**src/rtl/aip_pkg.sv**
```systemverilog
// ----------------------------------------------------------------------------
// aip_pkg: shared types and constants for the ASCII integer parser
// Holds the per-string parse state, the digit decode result and the
// character codes that the datapath compares against.
// ----------------------------------------------------------------------------
package aip_pkg;

  localparam int unsigned ValueW = 64;
  localparam int unsigned NarrowW = 32;
  // Widest partial value: acc*16 + 15 fits in ValueW + 4 bits.
  localparam int unsigned SumW = ValueW + 4;

  localparam logic [7:0] CHAR_0  = 8'h30;
  localparam logic [7:0] CHAR_9  = 8'h39;
  localparam logic [7:0] CHAR_LA = 8'h61;
  localparam logic [7:0] CHAR_LF = 8'h66;
  localparam logic [7:0] CHAR_UA = 8'h41;
  localparam logic [7:0] CHAR_UF = 8'h46;
  localparam logic [7:0] CHAR_LX = 8'h78;
  localparam logic [7:0] CHAR_UX = 8'h58;

  localparam logic [1:0] POS_FIRST  = 2'd0;
  localparam logic [1:0] POS_SECOND = 2'd1;
  localparam logic [1:0] POS_LATER  = 2'd2;

  typedef struct packed {
    logic [ValueW-1:0] acc;
    logic              hex;
    logic [1:0]        pos;
    logic              failed;
  } parse_state_t;

  typedef struct packed {
    logic       valid;
    logic       letter;
    logic [3:0] value;
  } digit_t;

  function automatic digit_t decode_digit(input logic [7:0] ch);
    digit_t d;
    d.valid  = 1'b0;
    d.letter = 1'b0;
    d.value  = 4'd0;
    if (ch >= CHAR_0 && ch <= CHAR_9) begin
      d.valid = 1'b1;
      d.value = 4'(ch - CHAR_0);
    end else if (ch >= CHAR_LA && ch <= CHAR_LF) begin
      d.valid  = 1'b1;
      d.letter = 1'b1;
      d.value  = 4'(ch - CHAR_LA + 8'd10);
    end else if (ch >= CHAR_UA && ch <= CHAR_UF) begin
      d.valid  = 1'b1;
      d.letter = 1'b1;
      d.value  = 4'(ch - CHAR_UA + 8'd10);
    end
    return d;
  endfunction

endpackage

```
**src/rtl/aip_step.sv**
```systemverilog
// ----------------------------------------------------------------------------
// aip_step: one-character update of the parse state
// Decodes the character, detects the hex prefix, forms value*base + digit
// with shifts and adds, checks it against the selected limit and builds
// the result for the final character.
// ----------------------------------------------------------------------------
module aip_step (
  input  aip_pkg::parse_state_t        st,
  input  logic [7:0]                   character,
  input  logic                         last_char,
  input  logic                         wide_result,
  output aip_pkg::parse_state_t        st_nxt,
  output logic [aip_pkg::ValueW-1:0]   parsed_value,
  output logic                         ok
);
  import aip_pkg::*;

  digit_t            dig;
  logic              is_x;
  logic              prefix;
  logic              digit_ok;
  logic [SumW-1:0]   acc_ext;
  logic [SumW-1:0]   scaled;
  logic [SumW-1:0]   sum;
  logic              fits;
  parse_state_t      upd;

  assign dig    = decode_digit(character);
  assign is_x   = (character == CHAR_LX) || (character == CHAR_UX);
  assign prefix = (st.pos == POS_SECOND) && (st.acc == '0) && !st.hex && is_x;
  assign digit_ok = dig.valid && (st.hex || !dig.letter);

  assign acc_ext = {4'd0, st.acc};
  // Base 16 is a shift; base 10 is acc*8 + acc*2.
  assign scaled = st.hex ? (acc_ext << 4) : ((acc_ext << 3) + (acc_ext << 1));
  assign sum    = scaled + {{(SumW-4){1'b0}}, dig.value};
  assign fits   = wide_result ? (sum[SumW-1:ValueW] == '0) : (sum[SumW-1:NarrowW] == '0);

  always_comb begin
    upd = st;
    if (!st.failed) begin
      priority if (prefix) begin
        // A bare "0x" is not a number.
        if (last_char) upd.failed = 1'b1;
        else upd.hex = 1'b1;
      end else if (!digit_ok || !fits) begin
        upd.failed = 1'b1;
      end else begin
        upd.acc = sum[ValueW-1:0];
      end
    end
    if (st.pos != POS_LATER) upd.pos = st.pos + 2'd1;
  end

  assign parsed_value = upd.failed ? '0 : upd.acc;
  assign ok           = !upd.failed;
  assign st_nxt       = last_char ? parse_state_t'('0) : upd;

endmodule

```
**src/rtl/ascii_integer_parser_unit.sv**
```systemverilog
// ----------------------------------------------------------------------------
// ascii_integer_parser_unit: streaming ASCII decimal/hex integer parser
// Parses unsigned numbers one character per transaction, with a 0x/0X
// prefix selecting hexadecimal and a 32- or 64-bit limit.
// ----------------------------------------------------------------------------
// Usage:
//   The input channel (in_valid/in_ready) carries one character per
//   transaction; in_last_char marks the final character of a string.
//   For every final character one transaction leaves on the output channel
//   with out_parsed_value and out_ok (value is zero when the string failed).
//   cfg_wr_en/cfg_wr_data write wide_result: 0 limits values to 32 bits,
//   1 to 64 bits. Write it only while no string is in flight.
//   Throughput is one character per cycle while the result register can take
//   each final character. A character is captured in the input register,
//   then the single-pass update stage writes the parse state and, for a
//   final character, the result register, which presents the result.
//   Reset clears all parse state and both valid bits and sets wide_result
//   to 1. When the receiver stalls, the result register holds; characters
//   that produce no result still advance, and the input stalls only when a
//   final character meets a full result register.
// ----------------------------------------------------------------------------
module ascii_integer_parser_unit (
  input  logic                       clk,
  input  logic                       rst_n,
  input  logic                       in_valid,
  output logic                       in_ready,
  input  logic [7:0]                 in_character,
  input  logic                       in_last_char,
  output logic                       out_valid,
  input  logic                       out_ready,
  output logic [aip_pkg::ValueW-1:0] out_parsed_value,
  output logic                       out_ok,
  input  logic                       cfg_wr_en,
  input  logic                       cfg_wr_data
);
  import aip_pkg::*;

  logic              wide_r;
  logic              in_valid_r;
  logic [7:0]        char_r;
  logic              last_r;
  parse_state_t      st_r;
  parse_state_t      st_nxt;
  logic              out_valid_r;
  logic [ValueW-1:0] value_r;
  logic              ok_r;
  logic [ValueW-1:0] value_nxt;
  logic              ok_nxt;
  logic              advance;
  logic              load_out;

  aip_step u_step (
    .st           (st_r),
    .character    (char_r),
    .last_char    (last_r),
    .wide_result  (wide_r),
    .st_nxt       (st_nxt),
    .parsed_value (value_nxt),
    .ok           (ok_nxt)
  );

  // Only a final character needs room in the result register.
  assign advance  = in_valid_r && (!last_r || !out_valid_r || out_ready);
  assign load_out = advance && last_r;
  assign in_ready = !in_valid_r || advance;

  always_ff @(posedge clk) begin
    if (!rst_n) begin
      wide_r      <= 1'b1;
      in_valid_r  <= 1'b0;
      st_r        <= '0;
      out_valid_r <= 1'b0;
    end else begin
      if (cfg_wr_en) wide_r <= cfg_wr_data;
      if (in_ready) in_valid_r <= in_valid;
      if (advance) st_r <= st_nxt;
      if (load_out) out_valid_r <= 1'b1;
      else if (out_ready) out_valid_r <= 1'b0;
    end
  end

  always_ff @(posedge clk) begin
    if (in_ready && in_valid) begin
      char_r <= in_character;
      last_r <= in_last_char;
    end
    if (load_out) begin
      value_r <= value_nxt;
      ok_r    <= ok_nxt;
    end
  end

  assign out_valid        = out_valid_r;
  assign out_parsed_value = value_r;
  assign out_ok           = ok_r;

`ifndef SYNTHESIS
  a_fail_zero: assert property (@(posedge clk) disable iff (!rst_n)
    (out_valid_r && !ok_r) |-> (value_r == '0))
    else $error("failed string reported a nonzero value");

  a_pos_sat: assert property (@(posedge clk) disable iff (!rst_n)
    st_r.pos != 2'd3)
    else $error("character position passed saturation");

  a_hex_pos: assert property (@(posedge clk) disable iff (!rst_n)
    st_r.hex |-> (st_r.pos == POS_LATER))
    else $error("hex mode set before the prefix was complete");

  a_clear_after_last: assert property (@(posedge clk) disable iff (!rst_n)
    load_out |=> (st_r == parse_state_t'('0)))
    else $error("parse state not cleared after final character");
`endif

endmodule

```
**config.mk**
```make
export PLATFORM = sky130hd
export DESIGN_NAME = ascii_integer_parser_unit
export DESIGN_NICKNAME = d
export VERILOG_FILES = /design/src/rtl/aip_pkg.sv /design/src/rtl/aip_step.sv /design/src/rtl/ascii_integer_parser_unit.sv
export SDC_FILE = /design/constraint.sdc
export NUM_CORES = 1
export LEC_CHECK = 0
export BUFFER_PORTS_ARGS = -buffer_cell sky130_fd_sc_hd__buf_2
export CAP_MARGIN = 0
export CORE_ASPECT_RATIO = 1.5
export CORE_MARGIN = 2
export CORE_UTILIZATION = 45
export CTS_BUF_LIST = sky130_fd_sc_hd__clkbuf_2 sky130_fd_sc_hd__clkbuf_4 sky130_fd_sc_hd__clkbuf_8
export DETAILED_ROUTE_END_ITERATION = 8
export PLACE_DENSITY_LB_ADDON = 0.05
export SLEW_MARGIN = 20
export SYNTH_ARGS = -nofsm -noshare
export SYNTH_HDL_FRONTEND = slang
export SYNTH_SLANG_ARGS = --single-unit
```
**constraint.sdc**
```tcl
create_clock -name clk -period 18.97 [get_ports clk]
set_input_delay 1.897 -clock clk [delete_from_list [all_inputs] [get_ports clk]]
set_output_delay 1.897 -clock clk [all_outputs]
set_load 0.1 [all_outputs]
```
# Yosys cells after proc, flatten, opt, wreduce, memory -nomap -nowiden
# Cells that the tools add are included.
[classes]
add_sub_neg = 8
n_lt_le_gt_ge = 6
n_eq_ne = 5
mux = 20
n_reduce_logical = 32
[ops]
columns = ["operator", "count"]
rows = [
  ["$mux 68", 2],
  ["$mux 64", 2],
  ["$add 67x65->68", 1],
  ["$add 68x4->68", 1],
  ["$mux 65", 1],
  ["$logic_not 64->1", 1],
  ["$logic_not 36->1", 1],
  ["$eq 8x7->1 const B", 2],
  ["$ge 8x7->1 const B", 2],
  ["$le 8x7->1 const B", 2],
  ["$mux 6", 2],
  ["$sub 4x1->4 const B", 3],
  ["$mux 1", 11],
  ["$logic_and 1x1->1", 10],
  ["$add 4x4->4 const B", 2],
  ["$ge 8x6->1 const B", 1],
  ["$le 8x6->1 const B", 1],
  ["$logic_not 1->1", 8],
  ["$logic_or 1x1->1", 6],
  ["$reduce_bool 2->1", 3],
  ["$logic_not 4->1", 1],
  ["$mux 4", 1],
  ["$ne 2x2->1 const B", 2],
  ["$reduce_and 3->1", 1],
  ["other kinds (4)", 4],
]
[word_totals]
reg_bits = 145
inputBits = 15
out_inout_bits = 67
word_cells = 82

# Logic depth before layout (Yosys ltp)
[logic_depth]
ltp_word = 14
mapped_depth = 33
depth_no_buf = 24

# Hierarchy
# A second synthesis with hierarchy kept.
[unflattened]
hier_cells = 1886
area_unflattened_um2 = 14567.7
[by_module_without_submodules]
columns = ["module", "instances", "cells_each", "area_each_um2", "seq_area_each_um2"]
rows = [
  ["aip_step", 1, 1503, 9522.9, 0.0],
  ["ascii_integer_parser_unit", 1, 383, 5044.8, 3643.5],
]

# Worst setup path after synthesis
# No wires, ideal clock.
[synth_path]
kind = "flip-flop to flip-flop"
start = "register st_r[3] (netlist name)"
end = "register st_r[56] (netlist name)"
setup_time_ns = 0.068
arrival_time_ns = 7.098
required_time_ns = 18.902
setup_slack_ns = 11.804
stages_incl_launch_ff = 31
path_buffers = 14
period_less_slack_ns = 7.166
path_cell_list = "dfxtp_1 -> clkbuf_1 -> buf_2 -> buf_2 -> buf_2 -> buf_2 -> clkbuf_1 -> buf_2 -> clkbuf_1 -> clkbuf_1 -> clkbuf_1 -> clkbuf_1 -> nor2b_1 -> ha_1 -> a21oi_1 -> a21o_1 -> nor3_1 -> nand4_1 -> nor4b_1 -> or4b_1 -> buf_2 -> nor4b_1 -> xnor2_1 -> and3_1 -> nand4_1 -> o41ai_2 -> nand4_1 -> or3_1 -> buf_4 -> buf_6 -> o2bb2ai_2"
[synth_via]
elab_chain_cells = 10
[synth_lines]
columns = ["element", "line", "text"]
rows = [
  ["from (decl)", "ascii_integer_parser_unit.sv:42", "parse_state_t st_r;"],
  ["from (signal assigned)", "ascii_integer_parser_unit.sv:76", "if (advance) st_r <= st_nxt;"],
  ["$mux 68", "aip_step.sv:35", "assign scaled = st.hex ? (acc_ext << 4) : ((acc_ext << 3) + (acc_ext << 1));"],
  ["$add 68x4->68", "aip_step.sv:36", "assign sum = scaled + {{(SumW-4){1'b0}}, dig.value};"],
  ["$logic_not 36->1 or $logic_not 4->1 (tied branches)", "aip_step.sv:37", "assign fits = wide_result ? (sum[SumW-1:ValueW] == '0) : (sum[SumW-1:NarrowW] == '0);"],
  ["$mux 1", "aip_step.sv:37", ""],
  ["$logic_not 1->1", "aip_step.sv:46", "end else if (!digit_ok || !fits) begin"],
  ["$logic_or 1x1->1", "aip_step.sv:46", ""],
  ["$mux 64", "aip_step.sv:46", ""],
  ["$mux 64 (*)", "aip_step.sv:42", "priority if (prefix) begin"],
  ["$mux 65 (*)", "aip_step.sv:41", "if (!st.failed) begin"],
  ["$mux 68 (*)", "aip_step.sv:57", "assign st_nxt = last_char ? parse_state_t'('0) : upd;"],
]
# Every way passes the cells marked *; elsewhere a longest branch is shown, timed or not. The select of a mux whose other input is x is not followed.
# A chain may end at the register's enable or synchronous reset.

# Worst setup path in the final report
[layout_path]
start = "register char_r[3]"
end = "register st_r[21] (netlist name)"
[layout_via]
elab_chain_cells = 14
[layout_lines]
columns = ["element", "line", "text"]
rows = [
  ["from (decl)", "ascii_integer_parser_unit.sv:40", "logic [7:0] char_r;"],
  ["from (signal assigned)", "ascii_integer_parser_unit.sv:84", "char_r <= in_character;"],
  ["$sub 4x1->4 (tied with other cells)", "aip_pkg.sv:50, aip_pkg.sv:54", ""],
  ["$add 4x4->4 or $logic_and 1x1->1 (tied branches)", "aip_pkg.sv:50, aip_pkg.sv:54, aip_pkg.sv:51", ""],
  ["$mux 6", "aip_pkg.sv:51", "end else if (ch >= CHAR_UA && ch <= CHAR_UF) begin"],
  ["$mux 6", "aip_pkg.sv:47", "end else if (ch >= CHAR_LA && ch <= CHAR_LF) begin"],
  ["$mux 4 or $mux 1 (tied branches)", "aip_pkg.sv:44", "if (ch >= CHAR_0 && ch <= CHAR_9) begin"],
  ["$add 68x4->68 or $logic_not 1->1 (tied branches)", "aip_step.sv:36, aip_step.sv:31", ""],
  ["$logic_not 36->1 (tied with other cells)", "aip_step.sv:37", ""],
  ["$mux 1 or $logic_and 1x1->1 (tied branches)", "aip_step.sv:37, aip_step.sv:31", ""],
  ["$logic_not 1->1", "aip_step.sv:46", ""],
  ["$logic_or 1x1->1", "aip_step.sv:46", ""],
  ["$mux 64", "aip_step.sv:46", ""],
  ["$mux 64 (*)", "aip_step.sv:42", ""],
  ["$mux 65 (*)", "aip_step.sv:41", ""],
  ["$mux 68 (*)", "aip_step.sv:57", ""],
]
# Marked as above.

==> impl_metrics.json <==
{
  "rsz0062_at_grt": "false",
  "synth_most_common_cell": "nor2_1",
  "core_area_mm2": 0.0296,
  "drc": 0,
  "insertion_delay_ns": 0.51,
  "hp-class": "flip-flop to flip-flop",
  "ant_nets": 0,
  "dp_slack_ns": 10.62,
  "crit_type": "flip-flop to flip-flop",
  "synth-main-ff-cell": "edfxtp_1",
  "synthTopCellsByArea": "edfxtp_1, dfxtp_1, o2bb2ai_2",
  "crit_required_ns": 19.41,
  "ys_types": 97,
  "firstDrtPassIters": 6,
  "die_y_um": 216,
  "first_global_vias": 12810,
  "hpwl_mm": 37.8,
  "worst_slew_pin_slew_ns": 1.12,
  "grt_overflow": 0,
  "crit_fanout": 67,
  "place_congestion": 1.03,
  "cts_resized": 0,
  "syn-mean-instance-area_um2": 8.30,
  "drt_iter0_drc": 927,
  "outcome": "finished, final reports clean",
  "vias_per_cell": 6.48,
  "htreeDepth": 4,
  "drv_slew": 0,
  "finalWirelength_mm": 48.2,
  "postCtsSetupRepairBufs": 0,
  "worst_setup_path_end_kind": "flip-flop",
  "grt_antenna_before_repair": 0,
  "synth_top_area_frac": 0.164,
  "p_leak_nw": 5.01,
  "grt_pass1_wl_mm": 74.5,
  "timing.final.hold_violations": 0,
  "worst_clock_skew_ns": 0.0134,
  "maxCapViolCount": 0,
  "syn_nets": 1719,
  "crit_arrival_ns": 9.04,
  "yosysTopAreaCell": "edfxtp_1",
  "wl_per_cell_um": 23.4,
  "netlist_area_mm2": 0.0135,
  "synthArstFlopShare": 0,
  "setup_viol": 0,
  "synth-edff-count": 74,
  "fin_crit_ns": 8.60,
  "ios": 82,
  "vdd_drop_max_mv": 0.0414,
  "cts_tree": "done",
  "ys_seq_area_frac": 0.269,
  "numCtsBuffers": 17,
  "syn2layout_area_growth_pct": 6.70,
  "start_util": 0.458,
  "root_buffer": "clkbuf_8",
  "grt_usage": 0.304,
  "synthCells": 1632,
  "ys_ff_latch": 145,
  "vias": 13315,
  "cts_hold_buf": 0,
  "fin_crit_sh": 0.453,
  "slew_headroom": 0.247,
  "cts_sinks": 145,
  "io_buffers": 81,
  "fin_ws_ns": 10.37,
  "ys_top_cells_by_count": "nor2_1, nand2_1, a21oi_1, o21ai_0, edfxtp_1",
  "p_per_area_mw_per_mm2": 43.7,
  "clock.fmax_mhz": 116,
  "final_nets": 1735,
  "path_clk_slew_ns": 0.09,
  "ys.warnings.count": 0,
  "die-area_mm2": 0.0315,
  "clock_path_buffers": 2,
  "num_rows": 77,
  "final_layout_size_suffix_gt1_frac": 0.138,
  "crit_path_start_kind": "flip-flop",
  "setup_tns_ns": 0,
  "grt_max_degree": 83,
  "dieWidth_um": 146,
  "antennaDiodeCount": 0
}
## final timing paths
path / from / end / slack [ns] / depth (start not counted)
setup / recovery: char_r[3] / st_r[21] / 10.37 / 23
hold reg to reg: in_valid_r / in_valid_r / 0.53 / 2
setup reg to reg: char_r[3] / st_r[21] / 10.37 / 23
hold / removal: in_valid_r / in_valid_r / 0.53 / 2
## stage by stage
stage | util | hold WS (ns) | cell area, µm² | cells | power [W]
2_1_floorplan | - | 0.457 | 13500 | 1632 | 0.000377
3_3_place_gp | 0.475 | 0.512 | 14100 | 2024 | 0.000385
3_5_place_dp | 0.475 | 0.523 | 14100 | 2024 | 0.000386
4_1_cts | 0.488 | 0.534 | 14400 | 2055 | 0.000639
5_1_grt | 0.488 | 0.557 | 14400 | 2055 | 0.000652
6_report | 0.488 | 0.527 | 14400 | 2055 | 0.000631
## layer usage
layer | up-vias | part of all wire | routed length (µm) | track usage
met2 | 433 | 0.49 | 23800 | 0.531
met4 | 0 | 0.077 | 3730 | 0.218
li1 | 6357 | - | - | -
met3 | 154 | 0.041 | 2000 | 0.0451
met5 | - | 0 | 0 | 0
met1 | 6371 | 0.39 | 18600 | 0.338
## cells in the final DEF (no fill, tap or decap), types with 24 or more instances in the layout
master,Yosys,final
o21ai_0,79,79
nor3_1,44,44
nand3_1,50,50
buf_2,35,81
inv_1,32,31
a21oi_1,108,108
o2bb2ai_2,60,60
nand4_1,59,59
xor2_1,33,33
xnor2_1,44,44
edfxtp_1,74,74
a21o_1,24,24
dfxtp_1,71,70
ha_1,70,70
nor4_1,33,33
nand2_1,149,149
nor2_1,189,189
## worst max-delay path: stages (launching register included)
cell and delay (ns):
edfxtp_1 0.44, or4b_2 0.70, a311oi_1 0.52, nor2b_1 0.21, o21ai_0 0.08, o21ai_0 0.13
ha_1 0.20, a21o_1 0.08, a21oi_1 0.08, a21o_1 0.20, nor3_1 0.34, nand4_1 0.45
nor4b_1 0.73, or4b_1 0.80, nor4b_1 0.49, xnor2_1 0.23, and3_1 0.20, nand4_1 0.27
o41ai_2 0.45, nand4_1 0.13, buf_4 0.37, or3_4 0.70, buf_4 0.41, o2bb2ai_1 0.22
## flip-flops by register name, summed over array words and instances, names as in the netlist
name / cells
st_r: 68
char_r: 8
out_ok: 1
out_parsed_value: 64
out_valid: 1
in_valid_r: 1
wide_r: 1
last_r: 1
## area by class of cell
class / count / area (µm²)
clock buffers: 19 / 249
clock inverters: 12 / 136
fillers: 2966 / 15100
inverters: 32 / 120
multi-input cells: 1364 / 9340
flip-flops and latches: 145 / 3650
well taps: 395 / 494
repair buffers: 88 / 458
## cells by family (layout without fill, tap and decap cells)
kind of cell,Yosys count,in the layout,share of synthesized area
xor gates and xnor gates,77,77,0.0498
buffers and inverters,123,151,0.0418
adders and majority gates,72,72,0.0676
DFF,145,145,0.269
muxes,20,20,0.0151
AOI/OAI and AO/OA,515,515,0.294
and+or+nand+nor,680,680,0.263
## where the power goes
part | internal (W) | switching (W)
logic | 0.00000629 | 0.0000372
clock network | 0.000119 | 0.000133
registers | 0.000333 | 0.00000211
No activity file was read; power rests on OpenSTA's default activity.
